[config.mk]
export PLATFORM = sky130hd
export DESIGN_NAME = positional_list_engine_core
export DESIGN_NICKNAME = d
export VERILOG_FILES = /design/src/hw/rtl/plen_pkg.sv /design/src/hw/rtl/positional_list_engine_core.sv /design/src/hw/rtl/plen_ram.sv /design/src/hw/rtl/plen_idx_unit.sv /design/src/hw/rtl/plen_seq.sv
export SDC_FILE = /design/constraint.sdc
export NUM_CORES = 2
export LEC_CHECK = 0
export ABC_AREA = 0
export BUFFER_PORTS_ARGS = -buffer_cell sky130_fd_sc_hd__buf_4
export CAP_MARGIN = 30
export CELL_PAD_IN_SITES_DETAIL_PLACEMENT = 1
export CELL_PAD_IN_SITES_GLOBAL_PLACEMENT = 2
export CORE_MARGIN = 3
export CORE_UTILIZATION = 40
export DETAILED_ROUTE_END_ITERATION = 12
export GPL_TIMING_DRIVEN = 0
export PLACE_DENSITY_LB_ADDON = 0.12
export RECOVER_POWER = 100
export SLEW_MARGIN = 25
export SYNTH_ARGS = -nofsm -noshare
export SYNTH_HDL_FRONTEND = slang
export SYNTH_SLANG_ARGS = --single-unit
[constraint.sdc]
create_clock -name clock -period 6.8 [get_ports clock]
set_clock_uncertainty 0.1 [all_clocks]
set_input_delay 0 -clock clock [delete_from_list [all_inputs] [get_ports clock]]
set_output_delay 0 -clock clock [all_outputs]
set_load 0.05 [all_outputs]
[src/hw/rtl/plen_pkg.sv]
// ----------------------------------------------------------------------------
// plen_pkg: shared definitions for the positional list engine
// Sizes, operation and status codes, and the request and response structs
// of the shared index unit.
// ----------------------------------------------------------------------------
package plen_pkg;

   // Largest number of elements held in the list.
   localparam int DEPTH = 32;

   // Field widths.
   localparam int OPW = 3;
   localparam int PW  = 8;
   localparam int VW  = 32;
   localparam int STW = 2;

   // Element address and element count widths.
   localparam int AW = $clog2(DEPTH);
   localparam int CW = $clog2(DEPTH + 1);

   // Stream data widths, padded to whole bytes.
   localparam int REQ_TDW = ((PW + VW + 7) / 8) * 8;
   localparam int RSP_TDW = ((STW + VW + 7) / 8) * 8;

   // Operation codes.
   typedef enum logic [OPW-1:0] {
      OP_APPEND  = 3'd0,
      OP_INSERT  = 3'd1,
      OP_DELETE  = 3'd2,
      OP_READ    = 3'd3,
      OP_REVERSE = 3'd4
   } op_type;

   // Result status codes.
   typedef enum logic [STW-1:0] {
      ST_OK     = 2'd0,
      ST_BADPOS = 2'd1,
      ST_FULL   = 2'd2
   } status_type;

   // Request to the shared index unit: one increment or decrement and one
   // compare per cycle.
   typedef struct packed {
      logic [PW-1:0] a;
      logic [PW-1:0] b;
      logic          dec;
      logic          use_res;
      logic          swap;
   } unit_req_type;

   // Response of the shared index unit.
   typedef struct packed {
      logic [PW-1:0] res;
      logic          lt;
   } unit_rsp_type;

endpackage

[src/hw/rtl/positional_list_engine_core.sv]
// Append, read, errors and reverse of up to one element pass the dispatch
// and result states and present their single result from the result register.
// Insert and delete shift each element by a read and a write, reverse swaps each
// pair by reads and writes, and the list stream after insert or delete can stall.
// Throughput: one operation at a time on the single RAM port pair.
// Reset (synchronous, active high) empties the list; memory is not cleared.
// ----------------------------------------------------------------------------
// positional_list_engine_core: ordered list with positional operations
// Append, insert, delete, read and reverse on a list of up to DEPTH signed
// values held in one RAM, with the list streamed after insert and delete.
// ----------------------------------------------------------------------------
module positional_list_engine_core (
   input  logic                         clock,
   input  logic                         reset,
   // Operation transactions.
   input  logic                         req_tvalid,
   output logic                         req_tready,
   // [7:0] position, [39:8] value
   input  logic [plen_pkg::REQ_TDW-1:0] req_tdata,
   // [2:0] op
   input  logic [plen_pkg::OPW-1:0]     req_tuser,
   // Result transactions.
   output logic                         rsp_tvalid,
   input  logic                         rsp_tready,
   // [1:0] status, [33:2] element, [39:34] zero
   output logic [plen_pkg::RSP_TDW-1:0] rsp_tdata,
   // [0] has_value
   output logic                         rsp_tuser,
   output logic                         rsp_tlast
);
   import plen_pkg::*;

   unit_req_type   unit_req;
   unit_rsp_type   unit_rsp;
   logic           ram_we;
   logic [AW-1:0]  ram_waddr;
   logic [VW-1:0]  ram_wdata;
   logic           ram_re;
   logic [AW-1:0]  ram_raddr;
   logic [VW-1:0]  ram_rdata;
   logic [STW-1:0] rsp_status;
   logic [VW-1:0]  rsp_elem;

   // Sequencer with the result register.
   plen_seq u_seq (
      .clock      (clock),
      .reset      (reset),
      .req_tvalid (req_tvalid),
      .req_tready (req_tready),
      .req_op     (req_tuser),
      .req_pos    (req_tdata[PW-1:0]),
      .req_val    (req_tdata[PW +: VW]),
      .rsp_tvalid (rsp_tvalid),
      .rsp_tready (rsp_tready),
      .rsp_status (rsp_status),
      .rsp_hv     (rsp_tuser),
      .rsp_elem   (rsp_elem),
      .rsp_last   (rsp_tlast),
      .unit_req   (unit_req),
      .unit_rsp   (unit_rsp),
      .ram_we     (ram_we),
      .ram_waddr  (ram_waddr),
      .ram_wdata  (ram_wdata),
      .ram_re     (ram_re),
      .ram_raddr  (ram_raddr),
      .ram_rdata  (ram_rdata)
   );

   // Shared index step and compare.
   plen_idx_unit u_idx_unit (
      .req (unit_req),
      .rsp (unit_rsp)
   );

   // List element storage.
   plen_ram #(
      .WIDTH (VW),
      .DEPTH (DEPTH)
   ) u_ram (
      .clock   (clock),
      .wr_en   (ram_we),
      .wr_addr (ram_waddr),
      .wr_data (ram_wdata),
      .rd_en   (ram_re),
      .rd_addr (ram_raddr),
      .rd_data (ram_rdata)
   );

   // Pack the result fields, zero padding above the element.
   assign rsp_tdata = {{(RSP_TDW - STW - VW){1'b0}}, rsp_elem, rsp_status};

endmodule

[src/hw/rtl/plen_ram.sv]
// ----------------------------------------------------------------------------
// plen_ram: generic single-port-write, single-port-read RAM
// One write and one registered read per cycle; read data holds until the
// next read.
// ----------------------------------------------------------------------------
module plen_ram #(
   parameter int WIDTH = 32,
   parameter int DEPTH = 32,
   localparam int AW = $clog2(DEPTH)
) (
   input  logic             clock,
   input  logic             wr_en,
   input  logic [AW-1:0]    wr_addr,
   input  logic [WIDTH-1:0] wr_data,
   input  logic             rd_en,
   input  logic [AW-1:0]    rd_addr,
   output logic [WIDTH-1:0] rd_data
);

   logic [WIDTH-1:0] mem_ff [DEPTH];
   logic [WIDTH-1:0] rd_data_ff;

   // Write port.
   always_ff @(posedge clock) begin
      if (wr_en) begin
         mem_ff[wr_addr] <= wr_data;
      end
   end

   // Registered read port.
   always_ff @(posedge clock) begin
      if (rd_en) begin
         rd_data_ff <= mem_ff[rd_addr];
      end
   end

   assign rd_data = rd_data_ff;

endmodule

[src/hw/rtl/plen_idx_unit.sv]
// ----------------------------------------------------------------------------
// plen_idx_unit: shared index arithmetic
// Adds or subtracts one and compares either the operand or the result
// against a second operand. Every position and count step goes through it.
// ----------------------------------------------------------------------------
module plen_idx_unit (
   input  plen_pkg::unit_req_type req,
   output plen_pkg::unit_rsp_type rsp
);
   import plen_pkg::*;

   logic [PW-1:0] res;
   logic [PW-1:0] x;

   // Step by one, wrapping at the operand width.
   assign res = req.dec ? (req.a - PW'(1)) : (req.a + PW'(1));

   // Compare the chosen value against b, either way round.
   assign x = req.use_res ? res : req.a;

   assign rsp.res = res;
   assign rsp.lt  = req.swap ? (req.b < x) : (x < req.b);

endmodule

[src/hw/rtl/plen_seq.sv]
// ----------------------------------------------------------------------------
// plen_seq: operation sequencer of the positional list engine
// Checks each operation, walks the list memory for shift, reverse and
// stream passes using the shared index unit, and holds the result register.
// ----------------------------------------------------------------------------
module plen_seq (
   input  logic                   clock,
   input  logic                   reset,
   // Operation transactions.
   input  logic                   req_tvalid,
   output logic                   req_tready,
   input  logic [plen_pkg::OPW-1:0] req_op,
   input  logic [plen_pkg::PW-1:0]  req_pos,
   input  logic [plen_pkg::VW-1:0]  req_val,
   // Result transactions.
   output logic                   rsp_tvalid,
   input  logic                   rsp_tready,
   output logic [plen_pkg::STW-1:0] rsp_status,
   output logic                   rsp_hv,
   output logic [plen_pkg::VW-1:0]  rsp_elem,
   output logic                   rsp_last,
   // Shared index unit.
   output plen_pkg::unit_req_type unit_req,
   input  plen_pkg::unit_rsp_type unit_rsp,
   // List memory.
   output logic                   ram_we,
   output logic [plen_pkg::AW-1:0]  ram_waddr,
   output logic [plen_pkg::VW-1:0]  ram_wdata,
   output logic                   ram_re,
   output logic [plen_pkg::AW-1:0]  ram_raddr,
   input  logic [plen_pkg::VW-1:0]  ram_rdata
);
   import plen_pkg::*;

   typedef enum logic [15:0] {
      S_IDLE     = 16'h0001,
      S_DISP     = 16'h0002,
      S_INS_RD   = 16'h0004,
      S_INS_WR   = 16'h0008,
      S_INS_PUT  = 16'h0010,
      S_DEL_RD   = 16'h0020,
      S_DEL_WR   = 16'h0040,
      S_DEL_END  = 16'h0080,
      S_STR_RD   = 16'h0100,
      S_STR_OUT  = 16'h0200,
      S_REV_INIT = 16'h0400,
      S_REV_RA   = 16'h0800,
      S_REV_RB   = 16'h1000,
      S_REV_WA   = 16'h2000,
      S_REV_WB   = 16'h4000,
      S_ONE      = 16'h8000
   } state_type;

   state_type        state_ff, state_in;
   logic [CW-1:0]    count_ff, count_in;
   logic [CW-1:0]    idx_ff, idx_in;
   logic [AW-1:0]    wr_ff, wr_in;
   logic [AW-1:0]    hi_ff, hi_in;
   logic [AW-1:0]    pm1_ff, pm1_in;
   op_type           op_ff, op_in;
   logic [PW-1:0]    pos_ff, pos_in;
   logic [VW-1:0]    val_ff, val_in;
   logic [VW-1:0]    tmp_ff, tmp_in;
   status_type       status_ff, status_in;
   logic             hv_ff, hv_in;
   logic             last_ff, last_in;

   logic             rsp_valid_ff, rsp_valid_in;
   logic [STW-1:0]   rsp_status_ff, rsp_status_in;
   logic             rsp_hv_ff, rsp_hv_in;
   logic [VW-1:0]    rsp_elem_ff, rsp_elem_in;
   logic             rsp_last_ff, rsp_last_in;

   logic             slot_free;
   logic             full;
   logic             empty;

   assign slot_free = !rsp_valid_ff || rsp_tready;
   assign full      = (count_ff == CW'(DEPTH));
   assign empty     = (count_ff == '0);

   // Sequencer next-state logic.
   always_comb begin
      state_in      = state_ff;
      count_in      = count_ff;
      idx_in        = idx_ff;
      wr_in         = wr_ff;
      hi_in         = hi_ff;
      pm1_in        = pm1_ff;
      op_in         = op_ff;
      pos_in        = pos_ff;
      val_in        = val_ff;
      tmp_in        = tmp_ff;
      status_in     = status_ff;
      hv_in         = hv_ff;
      last_in       = last_ff;

      rsp_valid_in  = rsp_valid_ff && !rsp_tready;
      rsp_status_in = rsp_status_ff;
      rsp_hv_in     = rsp_hv_ff;
      rsp_elem_in   = rsp_elem_ff;
      rsp_last_in   = rsp_last_ff;

      unit_req      = '{a: '0, b: '0, dec: 1'b0, use_res: 1'b0, swap: 1'b0};
      ram_we        = 1'b0;
      ram_waddr     = '0;
      ram_wdata     = val_ff;
      ram_re        = 1'b0;
      ram_raddr     = '0;

      unique case (state_ff)
         S_IDLE: begin
            if (req_tvalid) begin
               op_in    = op_type'(req_op);
               pos_in   = req_pos;
               val_in   = req_val;
               state_in = S_DISP;
            end
         end

         // Check the position and fullness, and finish the short operations.
         S_DISP: begin
            unique case (op_ff)
               OP_APPEND: begin
                  unit_req.a = PW'(count_ff);
                  if (full) begin
                     status_in = ST_FULL;
                  end else begin
                     ram_we    = 1'b1;
                     ram_waddr = count_ff[AW-1:0];
                     count_in  = unit_rsp.res[CW-1:0];
                     status_in = ST_OK;
                  end
                  state_in = S_ONE;
               end
               OP_INSERT, OP_DELETE, OP_READ: begin
                  // pos - 1 < count holds exactly for 1 <= pos <= count.
                  unit_req.a       = pos_ff;
                  unit_req.b       = PW'(count_ff);
                  unit_req.dec     = 1'b1;
                  unit_req.use_res = 1'b1;
                  pm1_in           = unit_rsp.res[AW-1:0];
                  if (!unit_rsp.lt) begin
                     status_in = ST_BADPOS;
                     state_in  = S_ONE;
                  end else if (op_ff == OP_INSERT) begin
                     if (full) begin
                        status_in = ST_FULL;
                        state_in  = S_ONE;
                     end else begin
                        idx_in   = count_ff;
                        state_in = S_INS_RD;
                     end
                  end else if (op_ff == OP_DELETE) begin
                     idx_in   = unit_rsp.res[CW-1:0];
                     state_in = S_DEL_RD;
                  end else begin
                     ram_re    = 1'b1;
                     ram_raddr = unit_rsp.res[AW-1:0];
                     hv_in     = 1'b1;
                     status_in = ST_OK;
                     state_in  = S_ONE;
                  end
               end
               OP_REVERSE: begin
                  // Only a list of two or more elements needs swapping.
                  unit_req.a = PW'(1);
                  unit_req.b = PW'(count_ff);
                  status_in  = ST_OK;
                  state_in   = unit_rsp.lt ? S_REV_INIT : S_ONE;
               end
               default: begin
                  state_in = S_IDLE;
               end
            endcase
         end

         // Insert: move each element from the tail down to the position
         // one place up.
         S_INS_RD: begin
            unit_req.a   = PW'(idx_ff);
            unit_req.dec = 1'b1;
            ram_re       = 1'b1;
            ram_raddr    = unit_rsp.res[AW-1:0];
            wr_in        = idx_ff[AW-1:0];
            idx_in       = unit_rsp.res[CW-1:0];
            state_in     = S_INS_WR;
         end

         S_INS_WR: begin
            ram_we     = 1'b1;
            ram_waddr  = wr_ff;
            ram_wdata  = ram_rdata;
            unit_req.a = PW'(pm1_ff);
            unit_req.b = PW'(idx_ff);
            state_in   = unit_rsp.lt ? S_INS_RD : S_INS_PUT;
         end

         S_INS_PUT: begin
            ram_we     = 1'b1;
            ram_waddr  = pm1_ff;
            ram_wdata  = val_ff;
            unit_req.a = PW'(count_ff);
            count_in   = unit_rsp.res[CW-1:0];
            idx_in     = '0;
            state_in   = S_STR_RD;
         end

         // Delete: move each element after the position one place down.
         S_DEL_RD: begin
            unit_req.a       = PW'(idx_ff);
            unit_req.b       = PW'(count_ff);
            unit_req.use_res = 1'b1;
            if (unit_rsp.lt) begin
               ram_re    = 1'b1;
               ram_raddr = unit_rsp.res[AW-1:0];
               wr_in     = idx_ff[AW-1:0];
               idx_in    = unit_rsp.res[CW-1:0];
               state_in  = S_DEL_WR;
            end else begin
               state_in  = S_DEL_END;
            end
         end

         S_DEL_WR: begin
            ram_we    = 1'b1;
            ram_waddr = wr_ff;
            ram_wdata = ram_rdata;
            state_in  = S_DEL_RD;
         end

         S_DEL_END: begin
            unit_req.a   = PW'(count_ff);
            unit_req.dec = 1'b1;
            count_in     = unit_rsp.res[CW-1:0];
            idx_in       = '0;
            state_in     = S_STR_RD;
         end

         // Stream the list, one element per read.
         S_STR_RD: begin
            if (empty) begin
               status_in = ST_OK;
               hv_in     = 1'b0;
               state_in  = S_ONE;
            end else begin
               unit_req.a       = PW'(idx_ff);
               unit_req.b       = PW'(count_ff);
               unit_req.use_res = 1'b1;
               ram_re           = 1'b1;
               ram_raddr        = idx_ff[AW-1:0];
               last_in          = !unit_rsp.lt;
               idx_in           = unit_rsp.res[CW-1:0];
               state_in         = S_STR_OUT;
            end
         end

         S_STR_OUT: begin
            if (slot_free) begin
               rsp_valid_in  = 1'b1;
               rsp_status_in = ST_OK;
               rsp_hv_in     = 1'b1;
               rsp_elem_in   = ram_rdata;
               rsp_last_in   = last_ff;
               state_in      = last_ff ? S_IDLE : S_STR_RD;
            end
         end

         // Reverse: swap the outermost pair and close in from both ends.
         S_REV_INIT: begin
            unit_req.a   = PW'(count_ff);
            unit_req.dec = 1'b1;
            hi_in        = unit_rsp.res[AW-1:0];
            idx_in       = '0;
            state_in     = S_REV_RA;
         end

         S_REV_RA: begin
            ram_re    = 1'b1;
            ram_raddr = idx_ff[AW-1:0];
            state_in  = S_REV_RB;
         end

         S_REV_RB: begin
            tmp_in    = ram_rdata;
            ram_re    = 1'b1;
            ram_raddr = hi_ff;
            state_in  = S_REV_WA;
         end

         S_REV_WA: begin
            ram_we     = 1'b1;
            ram_waddr  = idx_ff[AW-1:0];
            ram_wdata  = ram_rdata;
            unit_req.a = PW'(idx_ff);
            idx_in     = unit_rsp.res[CW-1:0];
            state_in   = S_REV_WB;
         end

         S_REV_WB: begin
            ram_we           = 1'b1;
            ram_waddr        = hi_ff;
            ram_wdata        = tmp_ff;
            unit_req.a       = PW'(hi_ff);
            unit_req.b       = PW'(idx_ff);
            unit_req.dec     = 1'b1;
            unit_req.use_res = 1'b1;
            unit_req.swap    = 1'b1;
            hi_in            = unit_rsp.res[AW-1:0];
            if (unit_rsp.lt) begin
               state_in  = S_REV_RA;
            end else begin
               status_in = ST_OK;
               state_in  = S_ONE;
            end
         end

         // Single result: status, and the read value when there is one.
         S_ONE: begin
            if (slot_free) begin
               rsp_valid_in  = 1'b1;
               rsp_status_in = status_ff;
               rsp_hv_in     = hv_ff;
               rsp_elem_in   = hv_ff ? ram_rdata : '0;
               rsp_last_in   = 1'b1;
               hv_in         = 1'b0;
               state_in      = S_IDLE;
            end
         end

         default: begin
            state_in = S_IDLE;
         end
      endcase
   end

   // Control registers.
   always_ff @(posedge clock) begin
      if (reset) begin
         state_ff     <= S_IDLE;
         count_ff     <= '0;
         hv_ff        <= 1'b0;
         rsp_valid_ff <= 1'b0;
      end else begin
         state_ff     <= state_in;
         count_ff     <= count_in;
         hv_ff        <= hv_in;
         rsp_valid_ff <= rsp_valid_in;
      end
   end

   // Working and payload registers.
   always_ff @(posedge clock) begin
      idx_ff        <= idx_in;
      wr_ff         <= wr_in;
      hi_ff         <= hi_in;
      pm1_ff        <= pm1_in;
      op_ff         <= op_in;
      pos_ff        <= pos_in;
      val_ff        <= val_in;
      tmp_ff        <= tmp_in;
      status_ff     <= status_in;
      last_ff       <= last_in;
      rsp_status_ff <= rsp_status_in;
      rsp_hv_ff     <= rsp_hv_in;
      rsp_elem_ff   <= rsp_elem_in;
      rsp_last_ff   <= rsp_last_in;
   end

   assign req_tready = (state_ff == S_IDLE);
   assign rsp_tvalid = rsp_valid_ff;
   assign rsp_status = rsp_status_ff;
   assign rsp_hv     = rsp_hv_ff;
   assign rsp_elem   = rsp_elem_ff;
   assign rsp_last   = rsp_last_ff;

endmodule

==> metrics.txt <==
synthesized cell area 0.04949 mm2; final setup violation count 0; CP max FO 10; Netlist cell types 84; port bufs 83; Crit. End Element register; Core ar. 0.1224 mm2; worst hold path type input pin to register; Slew Limit Fails 0; antenna violations before repair 17; RePlAce Congestion approximately 0.85; FF-to-FF setup slack between 15 and 20 ps; Via density 5.951; FMAX 0.1474 GHz; top cells by count, synth edfxtp_1 (1,191), nand2_1 (924), nand3_1 (398); Crit Reg-Reg Startpoint u_seq.count_ff[0]$_SDFFE_PP0P_; worst setup slack after layout 17.76 ps; FF+latch count, synth 1,215; WL final 196.1 mm; Synth Flop Type edfxtp_1; Die Ht 357.8 um; DRC viols 0; leak pwr 21.01 nW; worst r2r path cells 26; Nets 4,238; Root Driver clkbuf_16; Worst EP required 7180 ps; Synth Instances about 3,700; TritonCTS clock tree done; clk sinks around 1,200; crit path launch u_seq.count_ff[0]$_SDFFE_PP0P_; sequential fraction of the synthesis area 73.23%; Starting Density 40.45%; ys async rst share 0%; Place WS -2853 ps; Post-synth EDFFs 1,191; I/O pins between 90 and 100; top cell type's share of synthesized area 72.26%; clk buf depth 3; cell area power density between 200 and 300 mW/mm2; Final Cycle Share 99.74%; htree depth 4; Max-cap violations 0; Slowest-stage cell, CP or4_4; Hold Vio Cnt, Final 0; CP Data Arrival Time 7160 ps; via count 35,170; syn_area_per_cell about 13 um2; drt first pass iters 6; FF-to-FF End u_ram.rd_data[24]$_DFFE_PP_; Worst-path clk slew 60 ps; Worst path most repeated cell buf_6; WL/cell 33.19 um; global-route wire length before repair ~270 mm; Final min period 6782 ps; total CTS buffers 136; vias in the first global route 34,920; worst skew pair latency 780 ps; Hold EP u_seq.state_ff[0]$_SDFFE_PP1P_; initial drt markers 4,246; worst setup path category register to register; Rel. slew slack 19.00%; synth warn 0; grt total ovfl 0; Worst VDD drop approximately 0.26 mV; DIE AREA 0.1280 mm2; GRT Total Usage 30.34%; worst hold stages 5; crit-path max cell delay 530 ps; buffers plus inverters on the worst setup path 5; area delta synth->final 24.31%; area leader, netlist edfxtp_1; top cells by area, synth edfxtp_1 (72%), nand2_1 (7.0%), nand3_1 (4.0%); status complete, no violations; num rows approximately 130; pin slew with the least headroom to its limit 1198 ps; top-count cell post-synth edfxtp_1; post-route ant nets 0; HPWL after DPL roughly 140 mm; Worst Setup Start Kind register; Pwr Total ~16 mW; largest net degree at the start of global routing 44; HP Start rsp_tready; family with the most delay on the worst path compound AO/OA/AOI/OAI gates; Die W around 360 um; share of cells above drive strength 1 19.43%
-- cell families after synthesis --
logic type               synth area share (%)
XOR/XNOR                               0.1062
flip-flops                              73.23
buffers and inverters                   2.452
adder cells (fa/ha/maj)                0.3438
multiplexers                            1.570
AND/OR/NAND/NOR                         14.88
AO/OA/AOI/OAI                           7.407
other                                0.007577
-- final cells by class --
cell class,instances,area [um2]
repair buffers,305,3552
flip-flops and latches,1215,36250
plain buffers,231,1907
clock buffers,172,3719
inverters,15,56.30
fillers,12170,60830
well taps,1625,2033
clock inverters,70,504.2
multi-input cells,2274,13500
diodes,3,7.507
-- how the worst max path moves through the flow --
stage	cells after the start	endpoint	slack (ps)
floorplan	20	u_ram.rd_data[0]$_DFFE_PP_	260
global placement	25	u_ram.rd_data[17]$_DFFE_PP_	-2690
detailed placement	25	u_ram.rd_data[17]$_DFFE_PP_	-2850
CTS	28	u_ram.rd_data[17]$_DFFE_PP_	-40
global route	26	u_ram.rd_data[5]$_DFFE_PP_	-80
finish	26	u_ram.rd_data[24]$_DFFE_PP_	20
-- worst min-delay path, cell delays in order --
cell and delay, ps:
dlygate4sd3_1 530, buf_4 100, nand2b_1 170, o21ai_0 100
nand2_1 60
-- metal layers --
metal / share of wire, % / global-route usage, % / up-vias
li1: - / - / 14860
met1: 42 / 42.38 / 18360
met2: 46 / 47.85 / 1622
met3: 8.3 / 5.666 / 327
met4: 3.5 / 10.30 / 10
met5: 0.033 / 0 / -
-- report_power, final --
group	leakage, nW	switching [mW]	internal, mW
clock network	2.06	3.06	4.09
registers	10.9	0.0170	8.30
logic	8.04	0.312	0.104
-- state kept, by name, summed over array words and instances (netlist names), 2 cells and up --
signal and flops:
u_seq.hi_ff 5, u_ram.rd_data 32, u_seq.op_ff 3, u_seq.rsp_elem 32
u_seq.tmp_ff 32, u_seq.count_ff 6, u_seq.status_ff 2, u_seq.state_ff 16
u_seq.pm1_ff 5, u_seq.pos_ff 8, u_seq.idx_ff 6, u_seq.val_ff 32
u_seq.rsp_status 2, u_ram.mem_ff 1024, u_seq.wr_ff 5
-- what timing repair did --
action | in CTS | in global routing
endpoints found under the setup margin | 83 | 60
pin swaps | 27 | 37
hold endpoints to repair | 138 | 0
hold buffers | 92 | 0
resized for setup | 390 | 135
gates cloned | 0 | 3
setup buffers | 18 | 24
-- per-stage QoR --
step	area [um2]	util [%]	hold WS (ps)	TNS [ps]	cells
floorplan	49510	-	-1.131	0	3739
global placement	52170	42.64	78.42	-964080	5447
detailed placement	54270	44.35	79.89	-107810	5531
CTS	60920	49.79	74.28	-178.8	5880
global route	61520	50.28	178.0	-1468	5909
finish	61530	50.28	139.6	0	5910
-- cells in the final DEF, fill, tap and decap left out, types with 16 or more instances in the layout --
master / netlist / final
mux2i_1: 72 / 68
o21ai_2: 1 / 19
nand2_1: 924 / 891
buf_2: 100 / 39
clkbuf_2: 0 / 17
a211oi_2: 0 / 20
a31oi_1: 60 / 39
nor2b_1: 38 / 37
a211oi_1: 88 / 65
clkbuf_1: 83 / 90
a21boi_0: 34 / 34
nand3_1: 398 / 394
o21ai_1: 36 / 24
nand2_2: 0 / 31
nor2_4: 0 / 38
and3_1: 69 / 62
a21oi_1: 81 / 67
buf_4: 22 / 94
buf_16: 0 / 28
dlygate4sd3_1: 0 / 92
nor3_1: 23 / 17
buf_12: 0 / 51
clkbuf_4: 0 / 76
dfxtp_1: 24 / 22
a22oi_1: 51 / 51
edfxtp_1: 1191 / 1191
buf_8: 0 / 16
o21ai_0: 50 / 37
a311oi_2: 3 / 22
nor2_1: 98 / 57
buf_6: 9 / 50
clkinv_1: 0 / 39
a31oi_2: 0 / 17
clkbuf_16: 0 / 146
No activity file was read; power rests on OpenSTA's default activity.
